File: src/sv/hsl_to_rgb_converter_macros.svh
// Assertion helpers shared by the converter modules.
`ifndef HSL_TO_RGB_CONVERTER_MACROS_SVH
`define HSL_TO_RGB_CONVERTER_MACROS_SVH

// The consequent must hold in the same cycle as the antecedent.
`define H2R_ASSERT_NOW(lbl, clk, rst_n, ante, cons, msg) \
	lbl: assert property (@(posedge clk) disable iff (!rst_n) (ante) |-> (cons)) \
		else $error(msg);

// The consequent must hold in the cycle after the antecedent.
`define H2R_ASSERT_NEXT(lbl, clk, rst_n, ante, cons, msg) \
	lbl: assert property (@(posedge clk) disable iff (!rst_n) (ante) |=> (cons)) \
		else $error(msg);

`endif

File: src/sv/h2r_pkg.sv
`default_nettype none

package h2r_pkg;

	localparam int NSTG = 8;

	localparam int ST_FRAC_A = 0;
	localparam int ST_FRAC_B = 1;
	localparam int ST_MUL    = 2;
	localparam int ST_LVL    = 3;
	localparam int ST_SEG    = 4;
	localparam int ST_PROD   = 5;
	localparam int ST_MIX    = 6;
	localparam int ST_OUT    = 7;

	typedef struct packed {
		logic [NSTG-1:0] en;
		logic [NSTG-1:0] vld;
	} stg_t;

	typedef enum logic [1:0] {
		SEG_RISE,
		SEG_HIGH,
		SEG_FALL,
		SEG_LOW
	} seg_t;

endpackage

`default_nettype wire

File: src/sv/h2r_levels.sv
`default_nettype none

module h2r_levels #(
	parameter int FRAC_BITS = 24
) (
	input  wire logic                      clk,
	input  wire h2r_pkg::stg_t             stg,
	input  wire logic [2:0][FRAC_BITS:0]   frac,
	input  wire logic                      grey_in,
	output logic [2:0][FRAC_BITS:0]        hue_pos,
	output logic [FRAC_BITS:0]             hi,
	output logic [FRAC_BITS:0]             lo,
	output logic [FRAC_BITS:0]             lum,
	output logic                           grey
);

	localparam int F = FRAC_BITS;
	localparam logic [F:0] ONE         = {1'b1, {F{1'b0}}};
	localparam logic [F:0] THIRD       = (F+1)'(ONE / 3);
	localparam logic [F:0] ONE_M_THIRD = ONE - THIRD;

	logic [F+1:0]       hp_sum_w;
	logic [F:0]         hp_w;
	logic [F:0]         hm_w;

	logic [2*F+1:0]     prod_s3;
	logic [2:0][F:0]    hue_s3;
	logic [F:0]         lum_s3;
	logic [F:0]         sat_s3;
	logic               grey_s3;

	logic [F:0]         p_w;
	logic [F+1:0]       hi_w;
	logic [F+1:0]       two_l_w;
	logic [F:0]         lo_w;

	logic [2:0][F:0]    hue_s4;
	logic [F:0]         hi_s4;
	logic [F:0]         lo_s4;
	logic [F:0]         lum_s4;
	logic               grey_s4;

	always_comb begin
		hp_sum_w = {1'b0, frac[0]} + {1'b0, THIRD};
		hp_w     = (hp_sum_w > {1'b0, ONE}) ? (F+1)'(hp_sum_w - {1'b0, ONE}) : (F+1)'(hp_sum_w);
		hm_w     = (frac[0] >= THIRD) ? (frac[0] - THIRD) : (frac[0] + ONE_M_THIRD);
	end

	always_ff @(posedge clk) begin
		if (stg.en[h2r_pkg::ST_MUL]) begin
			prod_s3   <= (2*F+2)'(frac[2]) * (2*F+2)'(frac[1]);
			hue_s3[0] <= hp_w;
			hue_s3[1] <= frac[0];
			hue_s3[2] <= hm_w;
			lum_s3    <= frac[2];
			sat_s3    <= frac[1];
			grey_s3   <= grey_in;
		end
	end

	// Below one half the high level is L + L*S, otherwise L + S - L*S.
	always_comb begin
		p_w     = (F+1)'(prod_s3 >> F);
		hi_w    = (lum_s3[F:F-1] == 2'b00) ? ({1'b0, lum_s3} + {1'b0, p_w})
		                                   : ({1'b0, lum_s3} + {1'b0, sat_s3} - {1'b0, p_w});
		two_l_w = {lum_s3, 1'b0};
		lo_w    = (two_l_w >= hi_w) ? (F+1)'(two_l_w - hi_w) : '0;
	end

	always_ff @(posedge clk) begin
		if (stg.en[h2r_pkg::ST_LVL]) begin
			hue_s4  <= hue_s3;
			hi_s4   <= (F+1)'(hi_w);
			lo_s4   <= lo_w;
			lum_s4  <= lum_s3;
			grey_s4 <= grey_s3;
		end
	end

	assign hue_pos = hue_s4;
	assign hi      = hi_s4;
	assign lo      = lo_s4;
	assign lum     = lum_s4;
	assign grey    = grey_s4;

endmodule

`default_nettype wire

File: config.mk
export PLATFORM = sky130hd
export DESIGN_NAME = h2r_levels
export DESIGN_NICKNAME = d
export VERILOG_FILES = /design/src/sv/hsl_to_rgb_converter_macros.svh /design/src/sv/h2r_pkg.sv /design/src/sv/h2r_levels.sv
export SDC_FILE = /design/constraint.sdc
export NUM_CORES = 2
export LEC_CHECK = 0
export ABC_CLOCK_PERIOD_IN_PS = 19300
export BUFFER_PORTS_ARGS = -buffer_cell sky130_fd_sc_hd__buf_4
export CELL_PAD_IN_SITES_DETAIL_PLACEMENT = 0
export CELL_PAD_IN_SITES_GLOBAL_PLACEMENT = 2
export CORE_MARGIN = 4
export CORE_UTILIZATION = 45
export DETAILED_ROUTE_END_ITERATION = 6
export PLACE_DENSITY_LB_ADDON = 0.1
export SLEW_MARGIN = 0
export SYNTH_ARGS = -nofsm -noshare
export SYNTH_HDL_FRONTEND = slang
export SYNTH_SLANG_ARGS = --single-unit
File: constraint.sdc
create_clock -name clk -period 19.3 [get_ports clk]
set_clock_uncertainty 0.1 [all_clocks]
set_input_delay 0.965 -clock clk [delete_from_list [all_inputs] [get_ports clk]]
set_output_delay 0.965 -clock clk [all_outputs]
set_load 0.02 [all_outputs]
# == Word-level counts from Yosys, hierarchy flattened ==
# Cells that the tools add are included.
# word_totals
regBits,326
elab_cells,30
out_inout_bits,151
in_bits,93
# op_classes
reduce_logical,1
addsub,8
muxes,3
multipliers,1
order_cmp,3
# op_table
op,n
25-bit by 25-bit adder with 26-bit output,2
25-bit 2-to-1 mux,2
25-bit by 25-bit multiplier with 49-bit output,1
"25-bit by 23-bit adder with 26-bit output, second input constant",1
26-bit greater-or-equal comparator,1
"26-bit by 25-bit > comparator with 1-bit output, second input constant",1
26-bit 2-to-1 mux,1
26-bit by 25-bit subtractor with 26-bit output,1
"25-bit by 24-bit adder with 25-bit output, second input constant",1
"25-bit by 23-bit greater-or-equal comparator with 1-bit output, second input constant",1
"25-bit by 23-bit subtractor with 25-bit output, second input constant",1
25-bit subtractor,1
"25-bit subtractor, second input constant",1
2-bit logical NOT,1

# == Depth between registers and ports, before layout ==
# depth
ltp_word,4
depth_mapped,27
ltp_nobuf,25

# == Least setup slack after synthesis ==
# No wires, ideal clock.
# synth_path
path_kind,input -> register
start,input port frac[29] in the netlist's numbering
end,register prod_s3[42] (data pin)
path_stages,26
setup_slack_ps,11691
t_arrival_ps,7244
t_required_ps,18934
path_buffers,3
setup_ps,266
cell_sequence,clkbuf_1 clkbuf_1 nand2_1 fa_1 inv_1 fa_1 inv_1 fa_1 fa_1 inv_1 fa_1 fa_1 inv_1 fa_1 inv_1 ha_1 clkbuf_1 a21oi_1 o21ai_0 nor3_1 nand4b_1 a21boi_0 o21ai_0 a2111oi_0 nor3_1 xor2_1
# synth_via
elab_chain_cells,1
# synth_rtl
item,line,rtl
"start, declared",h2r_levels.sv:8,"input wire logic [2:0][FRAC_BITS:0] frac,"
25-bit by 25-bit multiplier with 49-bit output,h2r_levels.sv:51,prod_s3 <= (2*F+2)'(frac[2]) * (2*F+2)'(frac[1]);
"end signal, assigned",h2r_levels.sv:51,
"end, declared",h2r_levels.sv:26,logic [2*F+1:0] prod_s3;
# No other way between the ends.
# A chain may end at the register's enable or synchronous reset.

# == Worst setup path after layout ==
# layout_path
start,input port frac[35] in the netlist's numbering
end,register prod_s3[42] (data pin)
# The elaborated chain is that of the path after synthesis.

==> results.cfg <==
[run_status]
outcome = finished clean

[cts]
cts-resized-gates = 0
clock_latency_ps = 560
cts_tree = done
postCtsSetupBuffers = 0
numCtsBuffers = 26
numClockSinks = 302
root_buffer = clkbuf_16
clk_pin_slew_ps = 70
clk_path_buf_depth = 3
ctsHtreeMaxLevel = 1
cts_hold_buffers = 0

[critical_path]
r2r_slack_ps = 13080
worstSetupPathType = in -> reg
worstSetupStartpointType = input port
path_cells = buf_4, nand2_1, fa_1, inv_1, fa_1, inv_1, fa_1, inv_1, fa_1, fa_1, fa_1, inv_1, fa_1, inv_1, ha_1, a21o_1, o21bai_1, nor3_1, nand4b_1, a21boi_0, o21ai_0, a2111oi_0, nor3_1, xor2_1
crit_start = frac[35]
critPathTopFamily = adder cells
critPathArrivalTime_ps = 8470
cp.buffers_inverters = 6
slowest_delay_ps = 660
worstPathRequired_ps = 19480
crit_path_end = prod_s3[42]$_DFFE_PP_
regToRegEndpoint = lo[17]$_SDFFCE_PN0P_
r2r_cells = 20
worst-path-stages = 24
r2r_start = lum_s3[8]$_DFFE_PP_
crit_path_top_delay_cell = a21boi_0
crit_path_end_kind = flip-flop
cp_max_fo = 26
crit_path_frequent_cell = fa_1

[routing]
post-route-drc-count = 0
num_vias = 24600
routed_via_density = 5.24
drtIter0Drc = 1458
wl_mm = 95.9
wl_met1_mm = 42.1
highest_layer = met4
met2WireLength_mm = 46.3
final_antenna_net_count = 0
post_drt_wl_per_cell_um = 20.5
wl_met3_mm = 4.65
drt_pass1_iterations = 6

[grt]
gr-total-overflow = 0
grt_max_degree = 82
grt_pass1_wl_mm = 151
track_usage = 0.233
antenna_found_initial = 1
grt_pass1_vias = 26500

[floorplanning]
pin_count = 244
initial_core_util = 0.458
die_h_um = 290
coreArea_um2 = 78000
rows = 102
die_area_um2 = 83900
die_w_um = 290

[timing]
fmaxAchievable_mhz = 121
drv_slew = 0
min_period_over_period = 0.429
setup_violations = 0
period_needed_ps = 8290
worstMarginPinSlew_ps = 1090
slew_headroom = 0.275
hold_viol_final = 0
fin_setup_tns_ps = 0
rsz0062_at_grt = false

[synth]
synth_edf_count = 302
ys.flop_type = edfxtp_1
syn-num-nets = 4438
ys_seq_area_frac = 0.254
ys_async_sr_fraction = 0
syn_area_um2 = 35700
syn_inst = 3513
ys_seq_elements = 302
yosys_warnings = 0
syn_avg_cell_area_um2 = 10.2
synth_cell_types = 77

[cells_and_area]
final_layout_size_suffix_gt1_frac = 0.0825
final_cell_mix = inv_1, fa_1, nand2_1
fin_nets = 4557
diodes = 0
final_common_cell = inv_1
stdcell_count = 4690
syn2layout_area_growth_pct = 9.48

[placed_design]
place.gp.congestion = 0.871
dp.cells = 4644
portBuffers = 229
dp.final_hpwl_mm = 70.6

[hold_path]
hold_path_class = reg -> reg

[run]
cap_violations = 0
==> registers in the layout, indices dropped and copies added, names as in the netlist <==
signal   flops
hue_pos     75
prod_s3     25
lum         25
hi          25
lo          25
grey_s3      1
lum_s3      25
hue_s3      75
sat_s3      25
grey         1
==> per-layer routing <==
| layer | track usage | up-vias |
|---|---|---|
| li1 | - | 11200 |
| met1 | 0.320 | 12500 |
| met2 | 0.400 | 705 |
| met3 | 0.0205 | 177 |
| met4 | 0.0637 | 0 |
| met5 | 0 | - |
==> worst min path at each step <==
stage / from / end / cells past startpoint
2_1_floorplan: grey_s3$_DFFE_PP_ / grey$_DFFE_PP_ / 0
3_3_place_gp: hue_s3[62]$_DFFE_PP_ / hue_pos[62]$_DFFE_PP_ / 0
3_5_place_dp: hue_s3[11]$_DFFE_PP_ / hue_pos[11]$_DFFE_PP_ / 0
4_1_cts: hue_s3[20]$_DFFE_PP_ / hue_pos[20]$_DFFE_PP_ / 0
5_1_grt: hue_s3[69]$_DFFE_PP_ / hue_pos[69]$_DFFE_PP_ / 0
6_report: hue_s3[20]$_DFFE_PP_ / hue_pos[20]$_DFFE_PP_ / 0
==> cells by family (layout without fill, tap and decap cells) <==
family,count (synthesis),after routing,synth area share
AOI/OAI and AO/OA,414,414,0.0764
xor gates and xnor gates,120,120,0.0295
DFF,302,302,0.254
buffers and inverters,897,1034,0.0952
muxes,17,17,0.00501
and+or+nand+nor,931,931,0.132
adders and majority gates,832,832,0.408
==> layout make-up <==
cell class / count / area (um^2)
Tap cell: 1040 / 1300
Clock inverter: 17 / 211
Clock buffer: 29 / 662
Timing Repair Buffer: 235 / 1770
Sequential cell: 302 / 9070
Inverter: 753 / 2830
Multi-Input combinational cell: 2314 / 23200
Fill cell: 7153 / 38900
==> through the flow <==
stage / hold WS (ps) / worst slack, ps / area [um^2] / util
2_1_floorplan: 300 / 11690 / 35700 / -
3_3_place_gp: 300 / 10430 / 38200 / 0.490
3_5_place_dp: 305 / 10420 / 38200 / 0.490
4_1_cts: 316 / 11000 / 39100 / 0.501
5_1_grt: 323 / 10700 / 39100 / 0.501
6_report: 314 / 11010 / 39100 / 0.501
==> synth_stat cells, drive strengths merged (8+ instances only) <==
cell	n	area, um^2
nand2	354	1330
nand2b	15	93.8
nand3	19	95.1
buf	12	72.6
xnor2	85	744
o211ai	9	67.6
ha	281	3520
and3	15	93.8
a21o	59	443
nand4	17	106
a211oi	11	82.6
or3	8	50.1
a21oi	128	656
nor2b	17	106
and2	336	2100
mux2i	10	100
edfxtp	302	9070
nor4	9	56.3
o21bai	20	161
inv	753	2830
xor2	35	307
fa	551	11000
a31oi	16	100
o21a	29	233
nor3	32	160
clkbuf	132	499
o21ai	72	360
nor2	83	312
Power is left out: the tool's default activity adds up to more than one toggle a clock period on the data nets, which glitch-free logic cannot reach.
