$ cat src/sv/hsl_to_rgb_converter_macros.svh
// Assertion helpers shared by the converter modules.
`ifndef HSL_TO_RGB_CONVERTER_MACROS_SVH
`define HSL_TO_RGB_CONVERTER_MACROS_SVH

// The consequent must hold in the same cycle as the antecedent.
`define H2R_ASSERT_NOW(lbl, clk, rst_n, ante, cons, msg) \
	lbl: assert property (@(posedge clk) disable iff (!rst_n) (ante) |-> (cons)) \
		else $error(msg);

// The consequent must hold in the cycle after the antecedent.
`define H2R_ASSERT_NEXT(lbl, clk, rst_n, ante, cons, msg) \
	lbl: assert property (@(posedge clk) disable iff (!rst_n) (ante) |=> (cons)) \
		else $error(msg);

`endif

$ cat src/sv/h2r_pkg.sv
`default_nettype none

package h2r_pkg;

	localparam int NSTG = 8;

	localparam int ST_FRAC_A = 0;
	localparam int ST_FRAC_B = 1;
	localparam int ST_MUL    = 2;
	localparam int ST_LVL    = 3;
	localparam int ST_SEG    = 4;
	localparam int ST_PROD   = 5;
	localparam int ST_MIX    = 6;
	localparam int ST_OUT    = 7;

	typedef struct packed {
		logic [NSTG-1:0] en;
		logic [NSTG-1:0] vld;
	} stg_t;

	typedef enum logic [1:0] {
		SEG_RISE,
		SEG_HIGH,
		SEG_FALL,
		SEG_LOW
	} seg_t;

endpackage

`default_nettype wire

$ cat src/sv/h2r_ctl.sv
`default_nettype none
`include "hsl_to_rgb_converter_macros.svh"

module h2r_ctl (
	input  wire logic         clk,
	input  wire logic         arst_n,
	input  wire logic         in_valid,
	output logic              in_ready,
	input  wire logic         out_ready,
	output logic              out_valid,
	output h2r_pkg::stg_t     stg
);

	logic [h2r_pkg::NSTG-1:0] vld_q;
	logic [h2r_pkg::NSTG-1:0] en;

	// A stage may load when it is empty or when the stage after it moves on.
	always_comb begin
		en[h2r_pkg::NSTG-1] = !vld_q[h2r_pkg::NSTG-1] || out_ready;
		for (int k = h2r_pkg::NSTG - 2; k >= 0; k--) begin
			en[k] = !vld_q[k] || en[k+1];
		end
	end

	always_ff @(posedge clk or negedge arst_n) begin
		if (!arst_n) begin
			vld_q <= '0;
		end else begin
			if (en[0]) begin
				vld_q[0] <= in_valid;
			end
			for (int k = 1; k < h2r_pkg::NSTG; k++) begin
				if (en[k]) begin
					vld_q[k] <= vld_q[k-1];
				end
			end
		end
	end

	assign in_ready  = en[0];
	assign out_valid = vld_q[h2r_pkg::NSTG-1];
	assign stg       = {en, vld_q};

	`H2R_ASSERT_NOW(a_bubble_ready, clk, arst_n, !vld_q[h2r_pkg::NSTG-1], in_ready, "input stalled with an empty output stage")
	`H2R_ASSERT_NEXT(a_out_hold, clk, arst_n, out_valid && !out_ready, out_valid, "output beat dropped while stalled")
	`H2R_ASSERT_NEXT(a_in_capture, clk, arst_n, in_valid && in_ready, vld_q[h2r_pkg::ST_FRAC_A], "accepted beat not captured")

endmodule

`default_nettype wire

$ cat config.mk
export PLATFORM = sky130hd
export DESIGN_NAME = h2r_ctl
export DESIGN_NICKNAME = d
export VERILOG_FILES = /design/src/sv/h2r_pkg.sv /design/src/sv/h2r_ctl.sv
export VERILOG_INCLUDE_DIRS = /design/src /design/src/sv
export SDC_FILE = /design/constraint.sdc
export NUM_CORES = 1
export LEC_CHECK = 0
export ABC_AREA = 1
export ABC_CLOCK_PERIOD_IN_PS = 1800
export BUFFER_PORTS_ARGS = -buffer_cell sky130_fd_sc_hd__buf_2
export CAP_MARGIN = 20
export CORE_AREA = 3 3 40 42
export DETAILED_ROUTE_END_ITERATION = 10
export DIE_AREA = 0 0 43 45
export GPL_TIMING_DRIVEN = 0
export PLACE_DENSITY = 0.56
export RECOVER_POWER = 25
export SLEW_MARGIN = 20
export SYNTH_ARGS = -nofsm -noshare
export SYNTH_HDL_FRONTEND = slang
export SYNTH_SLANG_ARGS = --single-unit
$ cat constraint.sdc
create_clock -name clk -period 1.8 [get_ports clk]
set_input_delay 0.18 -clock clk [delete_from_list [all_inputs] [get_ports clk]]
set_output_delay 0.18 -clock clk [all_outputs]
set_load 0.1 [all_outputs]
After elaboration in Yosys (flattened, before gate mapping)
Cells that the tools add are included.

Bits in writable memories: 0. Latch bits: 0. Input port bits: 4. Word-level logic and storage cells: 24. Memories: 0. Output and inout bits: 18. Register bits: 8. Bits in read-only memories: 0.

$lt $le $gt $ge: 0. Divide/modulo/power cells: 0. Multiplexer cells: 0. Add/subtract/negate cells: 0. Bitwise gates (word level): 0. Reductions and logical operators: 16. Equality and inequality tests: 0. Shift-type cells: 0. $mul: 0.

Operators by type and width (number): logical NOT 1 bit (8); logical OR 1 bit (8).

Logic depth before layout (Yosys ltp)
Gate-level depths: netlist (run 1).

Depth in word-level cells: 9. Gate-level depth with buffers: 5. Mapped depth without buffers: 5.

Worst setup path before layout (run 1)
OpenSTA, ideal clock, no wires.

Path type: reg-to-output. From: register vld_q[7] (netlist name). To: output stg[8] (netlist name). Cell stages (with the launch flop): 5. Slack: -1.531 ns. Data arrival time: 3.151 ns. Path buffers: 1. Cell sequence: dfrtp_1 nand4_4 nor3_4 nand4_2 buf_4.

RTL lines: start, declared (RTL line h2r_ctl.sv:14) `logic [h2r_pkg::NSTG-1:0] vld_q;`; start signal, assigned by index (RTL line h2r_ctl.sv:34) `vld_q[k] <= vld_q[k-1];`; end, declared (RTL line h2r_ctl.sv:11) `output h2r_pkg::stg_t stg`.

==> impl_metrics.ini, run 1 <==
[clock_network]
root_buffer = clkbuf_4
clockBufferDepth = 2
clkTransAtPathRegs_ns = 0.06
cts_tree = built
cts_buffers = 3
cts.sinks = 8
cts_max_level = 1
worstSkewPairLatency_ns = 0.25

[global_route]
grt_pass1_wl_mm = 1.31
antenna_found_initial = 0
grt_max_degree = 9
grt_overflow = 0
grt_pass1_vias = 328
grt_use_total_pct = 9.33

[critical_path]
worstPathArrival_ns = 1.54
path_cells = nand4_4 > nor3_4 > buf_4 > inv_1 > buf_2
cpPeakStageDelay_ns = 0.49
start_kind = flip-flop
crit_required_ns = 1.62
path_class = flip-flop to primary output
crit_slowest_cell = dfrtp_4
crit_buf_inv = 3
critical_path.endpoint_type = primary output
crit_path_max_fanout = 4
crit_family = buffers and inverters

[logic_synthesis]
syn_area_um2 = 362
synth_top_family_by_area = simple AND/OR/NAND/NOR gates
synthSimpleGateAreaFrac_pct = 30.1
ys_ff_latch = 8
synth_largest_area_cell = dfrtp_1
synth_edf_count = 0
synth_adder_area_share_pct = 0
synth.avg_cell_area_um2 = 10.0
synthTopCellsByCount = inv_1, nand2_1, dfrtp_1
synth.top_cell.area_share_pct = 55.4
async_flop_share_pct = 100
ys_types = 11
synth.area.mux_share_pct = 0
syn_inst = 36
syn_nets = 40
ys.flop_type = dfrtp_1
ys_seq_area_share_pct = 55.4
synth_compound_area_share_pct = 0
synth-xor-area-share_pct = 0
yosysMostFrequentCell = inv_1
synth_top_cells_by_area = dfrtp_1, inv_1, nand2_1, nand4_4, nor3_4
yosys_warnings = 0

[floorplanning]
core-area_um2 = 1280
io-pin-count = 22
die_height_um = 45
rows = 13
die_x_um = 43
fp.dieArea_um2 = 1940
start_util_pct = 28.1

[drt]
num_vias = 315
routedWlPerCell_um = 10.1
postRouteAntennaNets = 0
wl_um = 788
drc = 0
vias_per_cell = 4.04
drt-initial-drc-count = 0
drtPass1Iterations = 1

[sta]
period_minus_slack_ns = 1.72
slew_headroom_pct = 67.7
tightest_slew_ns = 0.488
fmax_mhz = 581
drv_slew = 0
min_period_over_period_pct = 95.6
tns_ns = 0
hold_viol_final = 0
rsz0062_at_grt = false
fin_skew_ns = 0.00485
setup_viol_count_final = 0

[power]
ir_drop_uv = 1010
power_density_nw_per_um2 = 1830
total_power_mw = 1.02
p_leak_nw = 0.290

[layout]
area_delta_synth_final_pct = 54.7
fill_cells = 130
seq_area_um2 = 211
regMostFlops = vld_q
largest_registers = vld_q: 8 flops
finalNetCount = 68
drive_gt1_share_pct = 52.4
num_antenna_cells = 0
largest_register_ff_count = 8
multiInputGateArea_um2 = 118

[placement]
place.port_buffers = 21
globalplace.congestion = 0.602
hpwl_um = 621

[status]
status = finished clean

[min_path]
hold_path.class = primary input to flip-flop

[job]
maxCapViolations = 0
report_power, final:
| part | total (mW) | internal, mW | switching, mW |
|---|---|---|---|
| clock network | 0.146 | 0.0848 | 0.0616 |
| registers | 0.244 | 0.212 | 0.0312 |
| logic | 0.633 | 0.0934 | 0.539 |
layer usage:
metal / routed length [um] / global-route usage, %
met2: 388 / 15.6
met5: 0 / 0
met4: 0 / 5.42
met3: 87 / 2.79
met1: 312 / 10.6
cell families after synthesis:
kind of cell           count (synthesis)
and+or+nand+nor                       16
DFF                                    8
buffers and inverters                 12
metrics by stage:
step | std cells | utilization (%) | setup slack, ns | area [um^2] | hold WS (ns)
2_1_floorplan | 36 | - | -0.638 | 385 | -0.116
4_1_cts | 78 | 43.0 | 0.00109 | 553 | 0.102
6_report | 78 | 43.5 | 0.0799 | 559 | 0.107
3_3_place_gp | 72 | 39.6 | 0.252 | 509 | 0.0313
5_1_grt | 78 | 43.5 | 0.00129 | 559 | 0.109
3_5_place_dp | 72 | 39.6 | 0.249 | 509 | 0.0331
cells in the final DEF, fill, tap and decap left out, drive strengths merged:
cell | Yosys | final
buf | 2 | 23
clkbuf | 0 | 5
dfrtp | 8 | 8
dlygate4sd3 | 0 | 1
inv | 10 | 10
nand2 | 9 | 9
nand3 | 2 | 2
nand4 | 2 | 2
nor2 | 1 | 1
nor3 | 1 | 1
or2 | 1 | 1
what timing repair did:
action / 4_1_cts / 5_1_grt
setup buffers: 1 / 0
endpoints found under the setup margin: 1 / 3
hold endpoints to repair: 8 / 0
resized for setup: 0 / 6
pin swaps: 1 / 0
hold buffers: 1 / 0
final timing paths:
kind                           from        to  slack, ns  cells past startpoint
min in group asynchronous    arst_n  vld_q[2]       0.38                      2
min reg2reg                vld_q[3]  vld_q[4]       0.49                      2
max in group asynchronous    arst_n  vld_q[6]       1.07                      2
min                        in_valid  vld_q[0]       0.11                      3
max                        vld_q[5]   stg[11]       0.08                      5
max reg2reg                vld_q[6]  vld_q[1]       0.63                      5
worst min-delay path, stage by stage:
cell	delay (ns)
buf_2	0.07
inv_1	0.03
nand2_1	0.04
layout make-up:
class,count,area share [%]
buffer,2,3.36
clock buffer,4,4.70
tap,15,3.36
inverter,10,6.71
multi-input combinational,16,21.0
sequential,8,37.8
timing repair buffer,23,23.0
No activity file was read; power rests on OpenSTA's default activity.
==> run 2: changes to the inputs <==
--- a/config.mk
+++ b/config.mk
@@ -15,7 +15,7 @@
 export DIE_AREA = 0 0 43 45
 export GPL_TIMING_DRIVEN = 0
 export PLACE_DENSITY = 0.56
-export RECOVER_POWER = 25
+export RECOVER_POWER = 100
 export SLEW_MARGIN = 20
 export SYNTH_ARGS = -nofsm -noshare
 export SYNTH_HDL_FRONTEND = slang
==> impl_metrics.ini, run 2 (synthesized netlist as in run 1, its figures left out) <==
[sta]
tns_ns = 0
rsz0062_at_grt = false
fin_ws_ns = 0.0784
fin_skew_ns = 0.00487
min_period_over_period_pct = 95.6
slew_headroom_pct = 64.1
fmax_mhz = 581
hold_viol_final = 0
setup_viol_count_final = 0
tightest_slew_ns = 0.541
worst_hold_slack_ns = 0.107
period_minus_slack_ns = 1.72
drv_slew = 0

[critical_path]
reg2reg_depth = 5
path_cells = nand4_4 > nor3_4 > buf_4 > inv_1 > buf_2
worstPathArrival_ns = 1.54
rr_endpoint = vld_q[1]
crit_required_ns = 1.62
crit_family = buffers and inverters
start_kind = flip-flop
crit_buf_inv = 3
r2r-start = vld_q[6]
cpPeakStageDelay_ns = 0.49
crit_path_max_fanout = 4
crit_slowest_cell = dfrtp_4
path_class = flip-flop to primary output
regToRegSetupSlack_ns = 0.63
critical_path.endpoint_type = primary output

[floorplanning]
rows = 13
core-area_um2 = 1280
die_x_um = 43
fp.dieArea_um2 = 1940
start_util_pct = 28.1
io-pin-count = 22
die_height_um = 45

[clock_network]
cts_tree = built
worstSkewPairLatency_ns = 0.25
root_buffer = clkbuf_4
cts.sinks = 8
cts_max_level = 1
clkTransAtPathRegs_ns = 0.06
clockBufferDepth = 2
cts_buffers = 3

[job]
maxCapViolations = 0

[placement]
dp.cells = 72
globalplace.congestion = 0.602
post-place-ws_ns = 0.249
hpwl_um = 621
place.port_buffers = 21

[power]
p_int_uw = 389
p_leak_nw = 0.297
p_sw_share_pct = 61.9
p_sw_uw = 633
power_frac_seq_pct = 23.9
p_clk_share_pct = 14.3
power_density_nw_per_um2 = 1830
p_comb_share_pct = 61.8
ir_drop_uv = 1010

[global_route]
antenna_found_initial = 0
grt_pass1_wl_mm = 1.31
grt_use_total_pct = 9.33
grt_max_degree = 9
grt_overflow = 0
grt_pass1_vias = 328

[layout]
fin_cells = 78
finalNetCount = 68
area_delta_synth_final_pct = 54.7
regMostFlops = vld_q
final_cell_mix = clkbuf_2, inv_1, nand2_1, buf_2
final_common_cell = clkbuf_2
num_antenna_cells = 0
drive_gt1_share_pct = 52.4
largest_register_ff_count = 8
largest_registers = vld_q: 8 flops

[drt]
postRouteAntennaNets = 0
num_vias = 314
vias_per_cell = 4.03
routedWlPerCell_um = 10.1
drt-initial-drc-count = 0
drc = 0
drtPass1Iterations = 1
wl_um = 786

[status]
status = finished clean

[min_path]
hold_depth = 3
min_from = in_valid
hold_path.class = primary input to flip-flop
min_to = vld_q[0]
[run 2: worst max path at each step]
stage                          to  slack [ns]  depth (start not counted)      from
after floorplan            stg[8]       -0.64                          4  vld_q[7]
after global placement     stg[8]        0.25                          5  vld_q[6]
after detailed placement   stg[8]        0.25                          5  vld_q[6]
after CTS                  stg[9]       0.001                          5  vld_q[6]
after global routing       stg[9]       0.001                          5  vld_q[6]
final                     stg[11]        0.08                          5  vld_q[5]
[run 2: per-stage QoR]
stage	total power, mW	instance area [um^2]	util (%)
after global placement	0.864	509	39.6
after CTS	1.03	553	43.0
after floorplan	0.787	385	-
after detailed placement	0.868	509	39.6
after global routing	1.07	559	43.5
final	1.02	559	43.5
[run 2: repair_timing]
action,4_1_cts,5_1_grt
hold buffers,1,0
hold endpoints to repair,8,0
gates resized for setup,0,6
pin swaps,1,0
cloned,0,0
endpoints found under the setup margin,1,3
buffers inserted,1,0
[run 2: per-layer routing]
metal | wire length [um] | track usage, % | vias up
met1 | 309 | 10.6 | 137
met2 | 389 | 15.6 | 20
met4 | 0 | 5.42 | 0
met5 | 0 | 0 | -
met3 | 87 | 2.79 | 0
li1 | - | - | 157
[run 2: power by group through the flow]
stage,Sequential (mW),Clock (mW),Combinational [mW]
after floorplan,0.451,0,0.336
after global placement,0.247,0,0.617
after detailed placement,0.248,0,0.620
after CTS,0.245,0.151,0.632
after global routing,0.250,0.162,0.655
final,0.244,0.147,0.632
[run 2: final cells by class]
| cell class | count | area [um^2] |
|---|---|---|
| buffer | 2 | 18.8 |
| clock buffer | 4 | 26.3 |
| fill | 130 | 726 |
| inverter | 10 | 37.5 |
| multi-input combinational | 16 | 118 |
| sequential | 8 | 211 |
| tap | 15 | 18.8 |
| timing repair buffer | 23 | 129 |
[run 2: worst reg2reg max path: stages, from the launching register on]
cell and delay (ns):
dfrtp_4 0.43, nand4_4 0.14, nor3_4 0.24, buf_4 0.17
nand3_2 0.07, nand2_1 0.07
