===== config.mk =====
export PLATFORM = sky130hd
export DESIGN_NAME = h2r_channel
export DESIGN_NICKNAME = d
export VERILOG_FILES = /design/src/sv/h2r_pkg.sv /design/src/sv/h2r_channel.sv
export VERILOG_INCLUDE_DIRS = /design/src /design/src/sv
export SDC_FILE = /design/constraint.sdc
export NUM_CORES = 2
export LEC_CHECK = 0
export BUFFER_PORTS_ARGS = -buffer_cell sky130_fd_sc_hd__buf_2
export CAP_MARGIN = 0
export CORE_AREA = 2 2 246 248
export DETAILED_ROUTE_END_ITERATION = 8
export DIE_AREA = 0 0 248 250
export PLACE_DENSITY = 0.76
export SKIP_LAST_GASP = 1
export SLEW_MARGIN = 20
export SYNTH_ARGS = -nofsm -noshare
export SYNTH_HDL_FRONTEND = slang
export SYNTH_SLANG_ARGS = --single-unit

===== constraint.sdc =====
create_clock -name clk -period 22.2 [get_ports clk]
set_clock_uncertainty 0.2 [all_clocks]
set_input_delay 3.33 -clock clk [delete_from_list [all_inputs] [get_ports clk]]
set_output_delay 3.33 -clock clk [all_outputs]
set_load 0.03 [all_outputs]

===== src/sv/hsl_to_rgb_converter_macros.svh =====
// Assertion helpers shared by the converter modules.
`ifndef HSL_TO_RGB_CONVERTER_MACROS_SVH
`define HSL_TO_RGB_CONVERTER_MACROS_SVH

// The consequent must hold in the same cycle as the antecedent.
`define H2R_ASSERT_NOW(lbl, clk, rst_n, ante, cons, msg) \
	lbl: assert property (@(posedge clk) disable iff (!rst_n) (ante) |-> (cons)) \
		else $error(msg);

// The consequent must hold in the cycle after the antecedent.
`define H2R_ASSERT_NEXT(lbl, clk, rst_n, ante, cons, msg) \
	lbl: assert property (@(posedge clk) disable iff (!rst_n) (ante) |=> (cons)) \
		else $error(msg);

`endif


===== src/sv/h2r_pkg.sv =====
`default_nettype none

package h2r_pkg;

	localparam int NSTG = 8;

	localparam int ST_FRAC_A = 0;
	localparam int ST_FRAC_B = 1;
	localparam int ST_MUL    = 2;
	localparam int ST_LVL    = 3;
	localparam int ST_SEG    = 4;
	localparam int ST_PROD   = 5;
	localparam int ST_MIX    = 6;
	localparam int ST_OUT    = 7;

	typedef struct packed {
		logic [NSTG-1:0] en;
		logic [NSTG-1:0] vld;
	} stg_t;

	typedef enum logic [1:0] {
		SEG_RISE,
		SEG_HIGH,
		SEG_FALL,
		SEG_LOW
	} seg_t;

endpackage

`default_nettype wire


===== src/sv/h2r_channel.sv =====
`default_nettype none
`include "hsl_to_rgb_converter_macros.svh"

module h2r_channel #(
	parameter int FRAC_BITS = 24
) (
	input  wire logic                  clk,
	input  wire logic                  arst_n,
	input  wire h2r_pkg::stg_t         stg,
	input  wire logic [FRAC_BITS:0]    hue,
	input  wire logic [FRAC_BITS:0]    hi,
	input  wire logic [FRAC_BITS:0]    lo,
	input  wire logic [FRAC_BITS:0]    lum,
	input  wire logic                  grey,
	output logic [7:0]                 chan
);

	localparam int F = FRAC_BITS;
	localparam logic [F:0]   ONE      = {1'b1, {F{1'b0}}};
	localparam logic [F+3:0] ONE_W    = {3'b000, ONE};
	localparam logic [F+3:0] FOUR_ONE = {2'b01, {(F+2){1'b0}}};

	logic [F+3:0]       six_w;
	logic [F+2:0]       three_w;
	h2r_pkg::seg_t      seg_w;
	logic [F:0]         d_w;

	h2r_pkg::seg_t      seg_s5;
	logic [F:0]         arg_s5;
	logic [F:0]         d_s5;
	logic [F:0]         lo_s5;
	logic [F:0]         hi_s5;
	logic [F:0]         lum_s5;
	logic               grey_s5;

	h2r_pkg::seg_t      seg_s6;
	logic [2*F+1:0]     prod_s6;
	logic [F:0]         lo_s6;
	logic [F:0]         hi_s6;
	logic [F:0]         lum_s6;
	logic               grey_s6;

	logic [F+1:0]       ramp_w;
	logic [F:0]         level_w;
	logic [F:0]         level_s7;

	logic [F+8:0]       scaled_w;
	logic [8:0]         cw_w;
	logic [7:0]         chan_s8;

	always_comb begin
		six_w   = ({3'b000, hue} << 2) + ({3'b000, hue} << 1);
		three_w = {1'b0, hue, 1'b0} + {2'b00, hue};
		if (six_w < ONE_W) begin
			seg_w = h2r_pkg::SEG_RISE;
		end else if ({hue, 1'b0} < {1'b0, ONE}) begin
			seg_w = h2r_pkg::SEG_HIGH;
		end else if (three_w < {1'b0, ONE, 1'b0}) begin
			seg_w = h2r_pkg::SEG_FALL;
		end else begin
			seg_w = h2r_pkg::SEG_LOW;
		end
		d_w = (hi >= lo) ? (hi - lo) : '0;
	end

	always_ff @(posedge clk) begin
		if (stg.en[h2r_pkg::ST_SEG]) begin
			seg_s5  <= seg_w;
			arg_s5  <= (seg_w == h2r_pkg::SEG_RISE) ? (F+1)'(six_w) : (F+1)'(FOUR_ONE - six_w);
			d_s5    <= d_w;
			lo_s5   <= lo;
			hi_s5   <= hi;
			lum_s5  <= lum;
			grey_s5 <= grey;
		end
	end

	always_ff @(posedge clk) begin
		if (stg.en[h2r_pkg::ST_PROD]) begin
			seg_s6  <= seg_s5;
			prod_s6 <= (2*F+2)'(d_s5) * (2*F+2)'(arg_s5);
			lo_s6   <= lo_s5;
			hi_s6   <= hi_s5;
			lum_s6  <= lum_s5;
			grey_s6 <= grey_s5;
		end
	end

	always_comb begin
		ramp_w = {1'b0, lo_s6} + (F+2)'(prod_s6 >> F);
		case (seg_s6)
			h2r_pkg::SEG_RISE: level_w = (F+1)'(ramp_w);
			h2r_pkg::SEG_FALL: level_w = (F+1)'(ramp_w);
			h2r_pkg::SEG_HIGH: level_w = hi_s6;
			h2r_pkg::SEG_LOW:  level_w = lo_s6;
			default:           level_w = lo_s6;
		endcase
		if (grey_s6) begin
			level_w = lum_s6;
		end
	end

	always_ff @(posedge clk) begin
		if (stg.en[h2r_pkg::ST_MIX]) begin
			level_s7 <= level_w;
		end
	end

	always_comb begin
		scaled_w = {level_s7, 8'd0} - {8'd0, level_s7};
		cw_w     = scaled_w[F+8:F];
	end

	always_ff @(posedge clk) begin
		if (stg.en[h2r_pkg::ST_OUT]) begin
			chan_s8 <= (cw_w > 9'd255) ? 8'hFF : cw_w[7:0];
		end
	end

	assign chan = chan_s8;

	`H2R_ASSERT_NOW(a_level_range, clk, arst_n, stg.vld[h2r_pkg::ST_MIX], level_s7 <= ONE, "level above full scale")
	`H2R_ASSERT_NOW(a_rise_arg, clk, arst_n, stg.vld[h2r_pkg::ST_SEG] && (seg_s5 == h2r_pkg::SEG_RISE), arg_s5 < ONE, "rising ramp argument out of range")

endmodule

`default_nettype wire


======== Word level (Yosys, flattened, before mapping) ========
Cells that the tools add are included.
operators by class
  magnitude comparators ................... 5
  add/subtract/negate cells ............... 6
  multiplexer cells ....................... 6
  reduce and logical (&&, ||, !) cells .... 3
  multiply operators ...................... 1
  divide/modulo/power cells ............... 0
  eq/ne operators ......................... 3
  shift operators ......................... 0
  bitwise gates (word level) .............. 0
operators with widths
  cell                                                                            number
  25-bit case mux with 3 select lines                                             1
  25-bit 2-to-1 mux                                                               2
  25-bit by 25-bit multiplier with 49-bit output                                  1
  33-bit by 25-bit subtractor with 33-bit output                                  1
  27-bit by 26-bit adder with 28-bit output                                       1
  28-bit by 25-bit less-than comparator with 1-bit output, second input constant  1
  26-bit by 25-bit adder with 27-bit output                                       1
  27-bit by 26-bit less-than comparator with 1-bit output, second input constant  1
  26-bit by 25-bit less-than comparator with 1-bit output, second input constant  1
  25-bit adder                                                                    1
  25-bit >= comparator                                                            1
  1-bit by 25-bit subtractor with 25-bit output, first input constant             1
  25-bit subtractor                                                               1
  9-bit by 8-bit > comparator with 1-bit output, second input constant            1
  2-bit == test, second input constant                                            2
  2-bit zero test                                                                 2
  2-bit 2-to-1 mux                                                                2
  2-bit by 1-bit == test with 1-bit output, second input constant                 1
  2-bit OR reduction                                                              1
  1-bit 2-to-1 mux                                                                1
storage, ports and cells
  memory bits (read-only) ................. 0
  input bits .............................. 119
  memories ................................ 0
  bits in latches ......................... 0
  memory bits (writable) .................. 0
  output and inout port bits .............. 8
  flip-flop bits (word level) ............. 288

======== Longest topological paths before layout ========
  depth after elaboration ................. 7
  gate-level depth with buffers ........... 28
  gate-level depth less buffers ........... 26

======== Least setup slack after synthesis ========
No wires, ideal clock.
  path type ............................... register to register
  from .................................... register arg_s5[4]
  to ...................................... register prod_s6[35] (data pin)
  path slack .............................. 14.819 ns
  cell stages (with the launch flop) ...... 27
  data required time ...................... 21.742 ns
  buffers on the path ..................... 2
  data arrival time ....................... 6.923 ns
  setup time .............................. 0.258 ns
  cell sequence ........................... edfxtp_1 -> clkbuf_1 -> clkbuf_1 -> nand2_1 -> fa_1 -> fa_1 -> fa_1 -> inv_1 -> fa_1 -> inv_1 -> fa_1 -> inv_1 -> fa_1 -> inv_1 -> fa_1 -> inv_1 -> ha_1 -> a21oi_1 -> o21bai_1 -> or4_4 -> nor2_2 -> o31a_4 -> o21bai_4 -> a221o_2 -> a221o_2 -> a21oi_2 -> xnor2_1
between the ends
  cells in the longest elaborated chain, start to end .. 1
ends and longest elaborated chain
  what                                            line               RTL
  start, declared                                 h2r_channel.sv:29  logic [F:0] arg_s5;
  start signal, assigned                          h2r_channel.sv:69  arg_s5 <= (seg_w == h2r_pkg::SEG_RISE) ? (F+1)'(six_w) : (F+1)'(FOUR_ONE - six_w);
  25-bit by 25-bit multiplier with 49-bit output  h2r_channel.sv:81  prod_s6 <= (2*F+2)'(d_s5) * (2*F+2)'(arg_s5);
  end signal, assigned                            h2r_channel.sv:81
  end, declared                                   h2r_channel.sv:37  logic [2*F+1:0] prod_s6;
Every way passes these cells.
A chain may end at the register's enable or synchronous reset.

======== Final worst setup path ========
  from .................................... register arg_s5[10]
  to ...................................... register prod_s6[43] (data pin)
The elaborated chain is that of the path after synthesis.

==> results.rst <==
.. list-table::
   :header-rows: 1

   * - Metric
     - Value
   * - Maximum number of pins on one net before global-route repair
     - 76
   * - Fraction of the yosys area taken by sequential cells
     - 0.243
   * - Placeable core region
     - 59600 µm²
   * - Count of synthesis-stage warnings from yosys
     - 0
   * - Type of the worst min-delay path
     - flip-flop to flip-flop
   * - Number of different library cells in the post-synthesis netlist
     - 77
   * - Post-route minimum period
     - between 8000 and 9000 ps
   * - Most frequent cells in the layout
     - inv_1, fa_1, nand2_1, and2_1, ha_1
   * - Number of hold violations in the final report
     - 0
   * - Run status
     - finished clean
   * - Via-to-Cell Ratio
     - approximately 5.5
   * - H-tree level count
     - 1
   * - Crit-path most repeated cell
     - fa_1
   * - Max-cap viol count
     - 0
   * - Number of buffers on the longest clock path
     - 3
   * - Number of gates given a new drive strength after cts
     - 0
   * - Syn nets
     - 4100
   * - Share of synthesized registers carrying an async set or reset
     - 0
   * - Register area
     - 7900 µm²
   * - Total global routing track utilization
     - 0.254
   * - Adder and majority cell fraction of the synthesized area
     - 0.420
   * - Leading cell type in the layout, fill and taps excluded
     - inv_1
   * - Sum of buffers and inverters on the critical path
     - 5
   * - Horizontal die dimension
     - 248 µm
   * - Post-place instance area
     - 33800 µm²
   * - Critical Setup Path Class
     - flip-flop to flip-flop
   * - Fraction of the mapped netlist area in compound gates
     - 0.0682
   * - Count of TritonRoute iterations in the first routing pass
     - 5
   * - Average cell area after synthesis
     - 10.2 µm²
   * - Overall via count from detail_route
     - around 22000
   * - Clock sink total
     - 263
   * - Count of input and output buffers
     - 113
   * - Startpoint type of the worst setup path
     - flip-flop
   * - Number of pins with negative max-slew slack in the final report
     - 0
   * - Final period util
     - 0.385
   * - Critical Path End Type
     - flip-flop
   * - Transition time at the pin with the least slew margin
     - approximately 1100 ps
   * - Top_reg_cell synth
     - edfxtp_1
   * - Number of endpoints failing setup at the final stage
     - 0
   * - Relative slew slack
     - 0.233
   * - Post-synth EDFFs
     - between 200 and 300
   * - Final Wtd Congestion
     - 0.887
   * - Maximum clock frequency
     - 117 MHz
   * - Setup fix buffers added after clock tree synthesis
     - 0
   * - # nets final
     - slightly above 4000
   * - Utilization after layout
     - 0.583
   * - Wire length of the first global-routing pass
     - 122000 µm
   * - Critical Path Slowest Stage Cell
     - edfxtp_1
   * - Cell count after synthesis
     - 3195
   * - Biggest fanout along the worst timing path
     - 25
   * - Delay of the slowest cell on the worst path
     - 1070 ps
   * - Drt total wl
     - 76000 µm
   * - Least setup slack across all paths after layout
     - around 14000 ps
   * - Critical Path RT
     - 22310 ps
   * - Worst-path clk slew
     - about 60 ps
   * - Antenna violations before repair
     - 1
   * - Number of DRC markers after the initial detailed-route iteration
     - 1639
   * - Filler Cells Inserted
     - 4975
   * - CTS Hold Bufs
     - 0
   * - Worst-path cell chain
     - nand2_1 -> fa_1 -> fa_1 -> inv_1 -> fa_1 -> inv_1 -> fa_1 -> inv_1 -> fa_1 -> fa_1 -> inv_1 -> fa_1 -> inv_1 -> ha_1 -> a21oi_1 -> nand4_1 -> or4_4 -> o2111ai_1 -> a41oi_2 -> a21oi_1 -> o21ai_0 -> a21oi_1 -> xnor2_1
   * - Number of buffers created by CTS
     - 28
   * - Finished Cell Area
     - 34700 µm²
   * - Total Die Area
     - 62000 µm²
   * - Dpl hpwl
     - 55800 µm
   * - Post-synth design cell area
     - 32400 µm²
   * - Setup repair after global routing missed its margin
     - false
   * - Total I/O pin count
     - roughly 130
   * - Multiplexer share of the synthesized area
     - 0.0124
   * - Buffer type at the clock tree root
     - clkbuf_16
   * - Aggregate global routing overflow
     - 0
   * - Clock latency of the later-clocked register in the worst-skew pair
     - 580 ps
   * - Combinational family with the most area after synthesis
     - adder cells
   * - Diodes inserted
     - 0
   * - Final-layout setup total negative slack
     - 0 ps
   * - Number of storage elements in the synthesis netlist
     - 263
   * - Combined area of the multi-input logic cells
     - 21700 µm²
   * - Xor and xnor area share after synthesis
     - 0.0318
   * - Effective utilization at floorplan
     - 0.545
   * - Number of nets still failing antenna checks after routing
     - 0
   * - Data arrival time of the critical path
     - between 8000 and 9000 ps
   * - Total number of placement rows
     - 90
   * - Kind of cell adding the most delay to the critical path
     - adder cells
   * - Drc violations
     - 0
   * - Vertical extent of the die
     - 250 µm
   * - Area delta synth->final
     - 6.99%
   * - Clock tree from TritonCTS
     - built
   * - Layout cell share with drive strength beyond 1
     - 0.0735
   * - Wire per inst
     - 18.8 µm
   * - Post-synthesis simple-gate area fraction
     - 0.136
   * - Worst slack, placed
     - 13570 ps
   * - Via count of the first global-routing pass
     - 23289
-- synth_stat cells, types with 12 or more instances --
| library cell | number | area share |
|---|---|---|
| fa_1 | 505 | 0.31 |
| o21ai_0 | 63 | 0.0097 |
| a21oi_1 | 106 | 0.016 |
| mux2_2 | 17 | 0.0059 |
| nand2_1 | 392 | 0.045 |
| and2_1 | 294 | 0.057 |
| o21a_1 | 12 | 0.0028 |
| nor2_1 | 72 | 0.0083 |
| nand2b_1 | 15 | 0.0029 |
| edfxtp_1 | 263 | 0.24 |
| a21o_1 | 54 | 0.012 |
| ha_1 | 281 | 0.11 |
| xor2_1 | 44 | 0.012 |
| o21bai_1 | 14 | 0.0032 |
| clkbuf_1 | 122 | 0.014 |
| xnor2_1 | 74 | 0.020 |
| nor3_1 | 15 | 0.0023 |
| nand4_1 | 22 | 0.0042 |
| inv_1 | 633 | 0.073 |
| mux2i_1 | 21 | 0.0065 |
| nand3_1 | 26 | 0.0040 |
-- worst register-to-register path, cell delays in order, from the launching register on --
cell and delay (ps):
edfxtp_1 1070, nand2_1 200, fa_1 550, fa_1 540, inv_1 50, fa_1 500
inv_1 50, fa_1 530, inv_1 60, fa_1 380, fa_1 510, inv_1 50
fa_1 470, inv_1 40, ha_1 280, a21oi_1 400, nand4_1 140, or4_4 540
o2111ai_1 580, a41oi_2 350, a21oi_1 300, o21ai_0 160, a21oi_1 220, xnor2_1 120
-- per-stage QoR --
stage                     hold WS [ps]  cells
after detailed placement           205   3995
after floorplan                    200   3195
final                              213   4049
after global placement             200   3995
after global routing               220   4049
after CTS                          216   4045
-- cell type report --
cell class | instances | share of cell area
clock buffer | 30 | 0.0204
multi-input combinational | 2169 | 0.624
timing repair buffer | 152 | 0.0261
inverter | 633 | 0.0684
clock inverter | 20 | 0.00497
sequential | 263 | 0.227
tap | 782 | 0.0282
-- final timing paths --
path	start	to	slack (ps)	depth (start not counted)
min	lo_s5[20]$_DFFE_PP_	lo_s6[20]$_DFFE_PP_	210	0
min reg2reg	lo_s5[20]$_DFFE_PP_	lo_s6[20]$_DFFE_PP_	210	0
max	arg_s5[10]$_DFFE_PP_	prod_s6[43]$_DFFE_PP_	13660	23
max reg2reg	arg_s5[10]$_DFFE_PP_	prod_s6[43]$_DFFE_PP_	13660	23
-- metal layers --
metal	routed length [µm]	global-route usage
met1	31200	0.340
met5	0	0
met2	37200	0.423
met3	5710	0.0483
met4	1880	0.0655
-- cells by family after synthesis --
logic type / after synthesis
muxes: 38
AOI/OAI and AO/OA: 340
DFF: 263
xor gates and xnor gates: 118
buffers and inverters: 763
adders and majority gates: 786
and+or+nand+nor: 887
Power is left out: the tool's default activity adds up to more than one toggle a clock period on the data nets, which glitch-free logic cannot reach.
