File: src/sv/hsl_to_rgb_converter_macros.svh
// Assertion helpers shared by the converter modules.
`ifndef HSL_TO_RGB_CONVERTER_MACROS_SVH
`define HSL_TO_RGB_CONVERTER_MACROS_SVH

// The consequent must hold in the same cycle as the antecedent.
`define H2R_ASSERT_NOW(lbl, clk, rst_n, ante, cons, msg) \
	lbl: assert property (@(posedge clk) disable iff (!rst_n) (ante) |-> (cons)) \
		else $error(msg);

// The consequent must hold in the cycle after the antecedent.
`define H2R_ASSERT_NEXT(lbl, clk, rst_n, ante, cons, msg) \
	lbl: assert property (@(posedge clk) disable iff (!rst_n) (ante) |=> (cons)) \
		else $error(msg);

`endif

File: src/sv/h2r_pkg.sv
`default_nettype none

package h2r_pkg;

	localparam int NSTG = 8;

	localparam int ST_FRAC_A = 0;
	localparam int ST_FRAC_B = 1;
	localparam int ST_MUL    = 2;
	localparam int ST_LVL    = 3;
	localparam int ST_SEG    = 4;
	localparam int ST_PROD   = 5;
	localparam int ST_MIX    = 6;
	localparam int ST_OUT    = 7;

	typedef struct packed {
		logic [NSTG-1:0] en;
		logic [NSTG-1:0] vld;
	} stg_t;

	typedef enum logic [1:0] {
		SEG_RISE,
		SEG_HIGH,
		SEG_FALL,
		SEG_LOW
	} seg_t;

endpackage

`default_nettype wire

File: src/sv/h2r_frac.sv
`default_nettype none

module h2r_frac #(
	parameter int FRAC_BITS = 24
) (
	input  wire logic                      clk,
	input  wire h2r_pkg::stg_t             stg,
	input  wire logic [2:0][15:0]          x,
	output logic [2:0][FRAC_BITS:0]        frac,
	output logic                           grey
);

	localparam int WA = 16 + FRAC_BITS;

	logic [2:0][WA-1:0]      a_w;
	logic [2:0][WA:0]        sum_w;
	logic [2:0][FRAC_BITS:0] q0_w;
	logic [2:0][16:0]        alo_w;
	logic [2:0][16:0]        r_w;
	logic [2:0][FRAC_BITS:0] q_w;

	logic [2:0][15:0]        x_s1;
	logic [2:0][FRAC_BITS:0] q0_s1;
	logic                    grey_s1;
	logic [2:0][FRAC_BITS:0] q_s2;
	logic                    grey_s2;

	// x * 2^F / 65535 is estimated from the series 2^-16 + 2^-32 + ..., which
	// lands on the exact quotient or one below it; the remainder fixes that.
	always_comb begin
		for (int i = 0; i < 3; i++) begin
			a_w[i]   = {x[i], {FRAC_BITS{1'b0}}};
			sum_w[i] = {1'b0, a_w[i]} + (WA+1)'(a_w[i] >> 16) + (WA+1)'(a_w[i] >> 32);
			q0_w[i]  = sum_w[i][WA:16];
		end
	end

	always_ff @(posedge clk) begin
		if (stg.en[h2r_pkg::ST_FRAC_A]) begin
			x_s1    <= x;
			q0_s1   <= q0_w;
			grey_s1 <= (x[1] == 16'd0);
		end
	end

	always_comb begin
		for (int i = 0; i < 3; i++) begin
			alo_w[i] = 17'({x_s1[i], {FRAC_BITS{1'b0}}});
			r_w[i]   = alo_w[i] - {q0_s1[i][0], 16'd0} + q0_s1[i][16:0];
			q_w[i]   = q0_s1[i] + (FRAC_BITS+1)'(r_w[i] >= 17'd65535);
		end
	end

	always_ff @(posedge clk) begin
		if (stg.en[h2r_pkg::ST_FRAC_B]) begin
			q_s2    <= q_w;
			grey_s2 <= grey_s1;
		end
	end

	assign frac = q_s2;
	assign grey = grey_s2;

endmodule

`default_nettype wire

File: config.mk
export PLATFORM = sky130hd
export DESIGN_NAME = h2r_frac
export DESIGN_NICKNAME = d
export VERILOG_FILES = /design/src/sv/hsl_to_rgb_converter_macros.svh /design/src/sv/h2r_pkg.sv /design/src/sv/h2r_frac.sv
export SDC_FILE = /design/constraint.sdc
export NUM_CORES = 1
export LEC_CHECK = 0
export ABC_AREA = 1
export BUFFER_PORTS_ARGS = -buffer_cell sky130_fd_sc_hd__buf_4
export CAP_MARGIN = 20
export CELL_PAD_IN_SITES_DETAIL_PLACEMENT = 0
export CELL_PAD_IN_SITES_GLOBAL_PLACEMENT = 2
export CORE_AREA = 2 2 130 132
export CTS_CLUSTER_SIZE = 12
export DETAILED_ROUTE_END_ITERATION = 8
export DIE_AREA = 0 0 132 134
export GPL_TIMING_DRIVEN = 0
export PLACE_DENSITY_LB_ADDON = 0.15
export SYNTH_ARGS = -nofsm -noshare
export SYNTH_HDL_FRONTEND = slang
export SYNTH_SLANG_ARGS = --single-unit
File: constraint.sdc
create_clock -name clk -period 2.9 [get_ports clk]
set_clock_uncertainty 0.15 [all_clocks]
set_input_delay 0.58 -clock clk [delete_from_list [all_inputs] [get_ports clk]]
set_output_delay 0.58 -clock clk [all_outputs]
set_load 0.01 [all_outputs]
# --- Word-level counts from Yosys, hierarchy flattened ---
# Cells that the tools add are included.
# W data, S select, Z words.
op_classes:
  addsub: 15
  magnitude_cmp: 3
  reduce_logical: 1
ops:
  columns: ["operator", "n"]
  rows:
  - ["$add A40 B24 Y41", 3]
  - ["$add A41 B8 Y41", 3]
  - ["$add A25 B1 Y25", 3]
  - ["$add A17 B17 Y17", 3]
  - ["$ge A17 B16 Y1 const B", 3]
  - ["$sub A1 B17 Y17 const A", 3]
  - ["$logic_not A16 Y1", 1]
totals:
  ff_bits: 152
  input_bits: 65
  wordCells: 27

# --- Depth between registers and ports, before layout ---
# Gate-level depths: netlist of run 1.
logic_depth:
  depth_word: 4
  ltp_mapped: 12
  depth_no_buf: 12

# --- Worst setup path after synthesis of run 1 ---
# OpenSTA, ideal clock, no wires.
synth_path:
  path_type: "flip-flop to flip-flop"
  from: "register, netlist name q0_s1[46]"
  to: "register q_s2 (netlist bit frac[43]) (data pin)"
  setup_ns: 0.255
  arrival_time_ns: 1.817
  t_required_ns: 2.495
  setup_slack_ns: 0.679
  path_stages_with_launch: 12
  path_buffers: 0
  synth_period_minus_slack_ns: 2.221
  cell_sequence: "edfxtp_1 -> nand2_1 -> nor2_1 -> nand2_1 -> nor2_2 -> ha_1 -> ha_1 -> nand3_2 -> nor2_2 -> nand2_1 -> nor2_1 -> nor2_1"
synth_lines:
  columns: ["item", "line_no", "text"]
  rows:
  - ["end signal, assigned", "h2r_frac.sv:56", "q_s2 <= q_w;"]
  - ["end, declared", "h2r_frac.sv:25", "logic [2:0][FRAC_BITS:0] q_s2;"]

==> flow_metrics.env, run 1 <==
export IMPL_yosysTopAreaCellShare_pct=69.4
export IMPL_yosysUniqueCellTypes=25
export IMPL_setup_slack_ps=343
export IMPL_hold_class="input pin to flip-flop"
export IMPL_multiInputGateArea_um2=1510
export IMPL_yosys_warnings=0
export IMPL_antenna_found_initial=0
export IMPL_ctsLongestPathBuffers=2
export IMPL_wl_per_cell_um=15.1
export IMPL_ys_seq_area_share_pct=69.4
export IMPL_drive_gt1_share_pct=30.5
export IMPL_cts_tree="yes"
export IMPL_syn_cell_area_um2=5410
export IMPL_cts_setup_buffers=0
export IMPL_finalSetupViolCount=0
export IMPL_cts_sinks=125
export IMPL_status="finished clean"
export IMPL_final_period_utilization_pct=88.2
export IMPL_dp_cells=797
export IMPL_grt_max_degree=77
export IMPL_diodes=0
export IMPL_fp_dieW_um=132
export IMPL_avgSynthCellArea_um2=12.0
export IMPL_hold_ws_ps=187
export IMPL_hold_viol=0
export IMPL_hpwl_um=8820
export IMPL_vias=3676
export IMPL_max_vdd_ir_drop_v=0.000406
export IMPL_fmax_mhz=391
export IMPL_start_util_pct=33.2
export IMPL_ys_ff_latch=125
export IMPL_path_class="flip-flop to flip-flop"
export IMPL_pre_cts_ws_ps=196
export IMPL_mostFrequentLayoutCell="buf_4"
export IMPL_grt_first_pass_wirelength_um=19700
export IMPL_final_max_slew_viol_count=0
export IMPL_clk_pin_slew_ps=60
export IMPL_start_kind="flip-flop"
export IMPL_routed_wl_um=12500
export IMPL_portBuffers=126
export IMPL_grt_overflow=0
export IMPL_area_delta_synth_final_pct=32.6
export IMPL_crit_chain="buf_2 -> nand2_1 -> nor2_1 -> nand2_1 -> nor2_2 -> ha_1 -> ha_1 -> nand3_2 -> nor2_4 -> nand2_1 -> nor2_1 -> nor2_1"
export IMPL_p_leak_nw=2.83
export IMPL_powerDensity_nw_per_um2=633
export IMPL_min_period_ps=2560
export IMPL_worstPathRequired_ps=2920
export IMPL_relSlewSlack_pct=32.1
export IMPL_nets=668
export IMPL_critPathMaxStageDelay_ps=310
export IMPL_htreeDepth=4
export IMPL_via_per_inst=4.43
export IMPL_clock_latency_ps=420
export IMPL_fillers=1557
export IMPL_tns_ps=0
export IMPL_cts_buffers=17
export IMPL_register_area_um2=3750
export IMPL_yosys_top_cells_area="edfxtp_1 (69%), nand2_1 (6.5%), nor2_1 (5.8%)"
export IMPL_coreArea_um2=16300
export IMPL_tightest_slew_ps=1020
export IMPL_synthCells=451
export IMPL_gp_congestion=0.786
export IMPL_dieArea_um2=17700
export IMPL_ant_nets=0
export IMPL_end_kind="flip-flop"
export IMPL_cp_max_fo=7
export IMPL_synth_top_area_cell="edfxtp_1"
export IMPL_synth_edf_count=125
export IMPL_grt_pass1_vias=3751
export IMPL_async_flop_share_pct=0
export IMPL_drtIter0Drc=196
export IMPL_final_cell_mix="buf_4 (126), edfxtp_1 (125), nand2_1 (94)"
export IMPL_stdcell_count=829
export IMPL_die_y_um=134
export IMPL_drc=0
export IMPL_track_usage_pct=14.7
export IMPL_cts_root_buf="clkbuf_16"
export IMPL_first_pass_iters=4
export IMPL_rsz0062_at_grt="false"
export IMPL_syn_num_nets=523
export IMPL_num_io_pins=141
export IMPL_worstPathArrival_ps=2570
export IMPL_slowest_stage="edfxtp_1"
export IMPL_rows=47
export IMPL_synthFlopType="edfxtp_1"
export IMPL_cap_violations=0
==> sequential cells by signal, summed over array words and instances, names as in the netlist <==
signal and flops:
frac 75, grey 1, grey_s1 1, q0_s1 48
==> worst max-delay path, delay by kind of cell (launching register included) <==
family	cells	cell delay, ps
AND/OR/NAND/NOR	9	1170
flip-flops	1	310
adder cells (fa/ha/maj)	2	490
buffers and inverters	1	180
==> synthesized netlist by cell type (3+ instances only) <==
library cell	count
ha_1	7
nand2_1	94
xnor2_1	11
nor2_2	10
edfxtp_1	125
nand3_1	16
nand2_2	8
nor2_4	4
nand3_2	3
nand4_1	7
xor2_1	20
a21oi_1	3
inv_1	38
nor2_1	84
nor3_2	3
and2_1	3
nand3b_1	3
o21ai_1	4
==> area by class of cell <==
class	count	share of cell area (%)
Sequential cell	125	52.4
Clock inverter	14	1.45
Tap cell	220	3.84
Inverter	38	1.99
Buffer	1	0.0698
Clock buffer	18	5.99
Multi-Input combinational cell	287	21.1
Timing Repair Buffer	126	13.2
==> per-stage QoR <==
step / instance area (um^2) / total power [W] / utilization (%)
4_1_cts: 7160 / 0.00459 / 44.0
6_report: 7170 / 0.00454 / 44.0
5_1_grt: 7170 / 0.00472 / 44.0
3_3_place_gp: 6630 / 0.00266 / 40.7
2_1_floorplan: 5410 / 0.00240 / -
3_5_place_dp: 6630 / 0.00266 / 40.7
==> routing by layer <==
metal / vias up / track usage (%) / part of all wire, %
li1: 1808 / - / -
met1: 1747 / 17.4 / 43
met2: 108 / 25.2 / 50
met3: 13 / 4.88 / 5.0
met4: 0 / 5.43 / 1.5
met5: - / 0 / 0
==> kinds of logic (layout without fill, tap and decap cells) <==
kind of cell / after synthesis / in the layout / synth area share [%]
adder cells (fa/ha/maj): 7 / 7 / 1.62
XOR/XNOR: 32 / 32 / 5.32
AND/OR/NAND/NOR: 239 / 239 / 20.1
AO/OA/AOI/OAI: 9 / 9 / 0.833
buffers and inverters: 39 / 197 / 2.73
flip-flops: 125 / 125 / 69.4
==> worst paths after layout <==
path | startpoint | endpoint | slack, ps | cells past startpoint
worst max register to register | q0_s1[43] | frac[47] | 340 | 12
worst min-delay path | x[37] | q0_s1[63] | 190 | 1
worst min register to register | grey_s1 | grey | 290 | 0
worst max-delay path | q0_s1[43] | frac[47] | 340 | 12
==> power breakdown <==
part	internal (W)	leakage, nW	switching, W	total [W]
clock	0.00116	0.262	0.000760	0.00192
combinational	0.000176	1.34	0.000203	0.000379
sequential	0.00215	1.23	0.0000945	0.00224
==> what timing repair did <==
| action | CTS | global route |
|---|---|---|
| setup endpoints to repair | 0 | 2 |
| hold buffers | 0 | 0 |
| resized for setup | 0 | 2 |
Note: power is estimated with default switching activity, not from simulation.
==> inputs of run 2 (changes only) <==
==> constraint.sdc (replaced) <==
create_clock -name clk -period 2.8 [get_ports clk]
set_clock_uncertainty 0.15 [all_clocks]
set_input_delay 0.56 -clock clk [delete_from_list [all_inputs] [get_ports clk]]
set_output_delay 0.56 -clock clk [all_outputs]
set_load 0.01 [all_outputs]
==> flow_metrics.env, run 2 (synthesis results as in run 1) <==
export IMPL_critical_path_top_delay_family="simple AND/OR/NAND/NOR gates"
export IMPL_via_per_inst=4.43
export IMPL_start_kind="flip-flop"
export IMPL_placed_area_um2=6630
export IMPL_wl_per_cell_um=15.1
export IMPL_p_leak_nw=2.83
export IMPL_grt_pass1_vias=3751
export IMPL_largest_reg_flops=75
export IMPL_fillers=1556
export IMPL_dieArea_um2=17700
export IMPL_cts_setup_buffers=0
export IMPL_coreArea_um2=16300
export IMPL_cts_tree="yes"
export IMPL_pre_cts_ws_ps=95.7
export IMPL_hold_ws_ps=167
export IMPL_finalSetupViolCount=0
export IMPL_vias=3671
export IMPL_r2r_end="frac[66]"
export IMPL_start_util_pct=33.2
export IMPL_hpwl_um=8820
export IMPL_cts_buffers=17
export IMPL_powerDensity_nw_per_um2=655
export IMPL_ant_nets=0
export IMPL_final_util_pct=44.0
export IMPL_rr_worst_depth=11
export IMPL_min_path_cells=1
export IMPL_rsz0062_at_grt="false"
export IMPL_nets=668
export IMPL_rrSetupSlack_ps=270
export IMPL_track_usage_pct=14.7
export IMPL_cap_violations=0
export IMPL_fmax_mhz=396
export IMPL_drive_gt1_share_pct=30.7
export IMPL_status="finished clean"
export IMPL_tns_ps=0
export IMPL_relSlewSlack_pct=32.1
export IMPL_critPathMaxStageDelay_ps=450
export IMPL_area_delta_synth_final_pct=32.6
export IMPL_end_kind="flip-flop"
export IMPL_r2r_start="q0_s1[63]"
export IMPL_setup_slack_ps=275
export IMPL_routed_wl_um=12500
export IMPL_hold_class="input pin to flip-flop"
export IMPL_die_y_um=134
export IMPL_num_io_pins=141
export IMPL_diodes=0
export IMPL_final_cell_mix="buf_4 (126), edfxtp_1 (125), nand2_1 (94)"
export IMPL_htreeDepth=4
export IMPL_cp_common_cell="nand2_1"
export IMPL_final_area_um2=7170
export IMPL_grt_overflow=0
export IMPL_first_pass_iters=4
export IMPL_cp_max_fo=5
export IMPL_clock_latency_ps=420
export IMPL_hold_viol=0
export IMPL_crit_buf_inv=0
export IMPL_cts_sinks=125
export IMPL_min_period_ps=2530
export IMPL_drtIter0Drc=200
export IMPL_cts_root_buf="clkbuf_16"
export IMPL_fp_dieW_um=132
export IMPL_ctsLongestPathBuffers=2
export IMPL_multiInputGateArea_um2=1520
export IMPL_worstPathArrival_ps=2540
export IMPL_max_vdd_ir_drop_v=0.000421
export IMPL_clk_pin_slew_ps=60
export IMPL_worstPathRequired_ps=2810
export IMPL_final_period_utilization_pct=90.2
export IMPL_worstHoldStart="x[37]"
export IMPL_register_area_um2=3750
export IMPL_grt_first_pass_wirelength_um=19700
export IMPL_tightest_slew_ps=1020
export IMPL_slowest_stage="edfxtp_1"
export IMPL_drc=0
export IMPL_final_max_slew_viol_count=0
export IMPL_rows=47
export IMPL_antenna_found_initial=0
export IMPL_gp_congestion=0.786
export IMPL_path_class="flip-flop to flip-flop"
export IMPL_grt_max_degree=77
export IMPL_crit_chain="nand2_1 -> nor2_1 -> nand2_1 -> nor3_1 -> ha_1 -> ha_1 -> nand2_1 -> nor2_2 -> nand2_2 -> o21ai_0 -> nand2_1"
export IMPL_mostFrequentLayoutCell="buf_4"
export IMPL_hold_end="q0_s1[63]"
export IMPL_portBuffers=126
run 2: layer usage:
metal | global-route usage (%) | up-vias | part of all wire (%)
met5 | 0 | - | 0
met4 | 5.43 | 0 | 1.5
li1 | - | 1808 | -
met2 | 25.2 | 110 | 50
met3 | 4.88 | 13 | 4.8
met1 | 17.4 | 1740 | 43
run 2: how the worst max path moves through the flow:
| stage | start | end | slack (ps) | cells after the start |
|---|---|---|---|---|
| CTS | q0_s1[47] | frac[47] | 100 | 11 |
| global route | q0_s1[63] | frac[64] | 2 | 11 |
| finish | q0_s1[63] | frac[66] | 270 | 11 |
| global placement | q0_s1[47] | frac[47] | 80 | 11 |
| floorplan | q0_s1[46] | frac[43] | 580 | 11 |
| detailed placement | q0_s1[47] | frac[47] | 100 | 11 |
run 2: power breakdown:
group          total (W)  internal, W  switching [W]  leakage (nW)
Combinational   0.000392     0.000183       0.000210          1.34
Sequential       0.00232      0.00222      0.0000980          1.23
Clock            0.00199      0.00120       0.000788         0.262
Total            0.00470      0.00361        0.00110          2.83
run 2: repair_timing:
| item | 4_1_cts | 5_1_grt |
|---|---|---|
| hold buffers | 0 | 0 |
| setup endpoints to repair | 0 | 2 |
| resized for setup | 0 | 3 |
run 2: final cells by class:
type / count / area share [%]
tap: 220 / 3.84
inverter: 38 / 1.99
buffer: 1 / 0.0698
sequential: 125 / 52.3
clock inverter: 14 / 1.45
timing repair buffer: 126 / 13.2
clock buffer: 18 / 5.98
multi-input combinational: 287 / 21.1
run 2: stage by stage:
step / power (W) / cells
2_1_floorplan: 0.00249 / 451
3_3_place_gp: 0.00276 / 797
3_5_place_dp: 0.00276 / 797
4_1_cts: 0.00476 / 829
5_1_grt: 0.00488 / 829
6_report: 0.00470 / 829
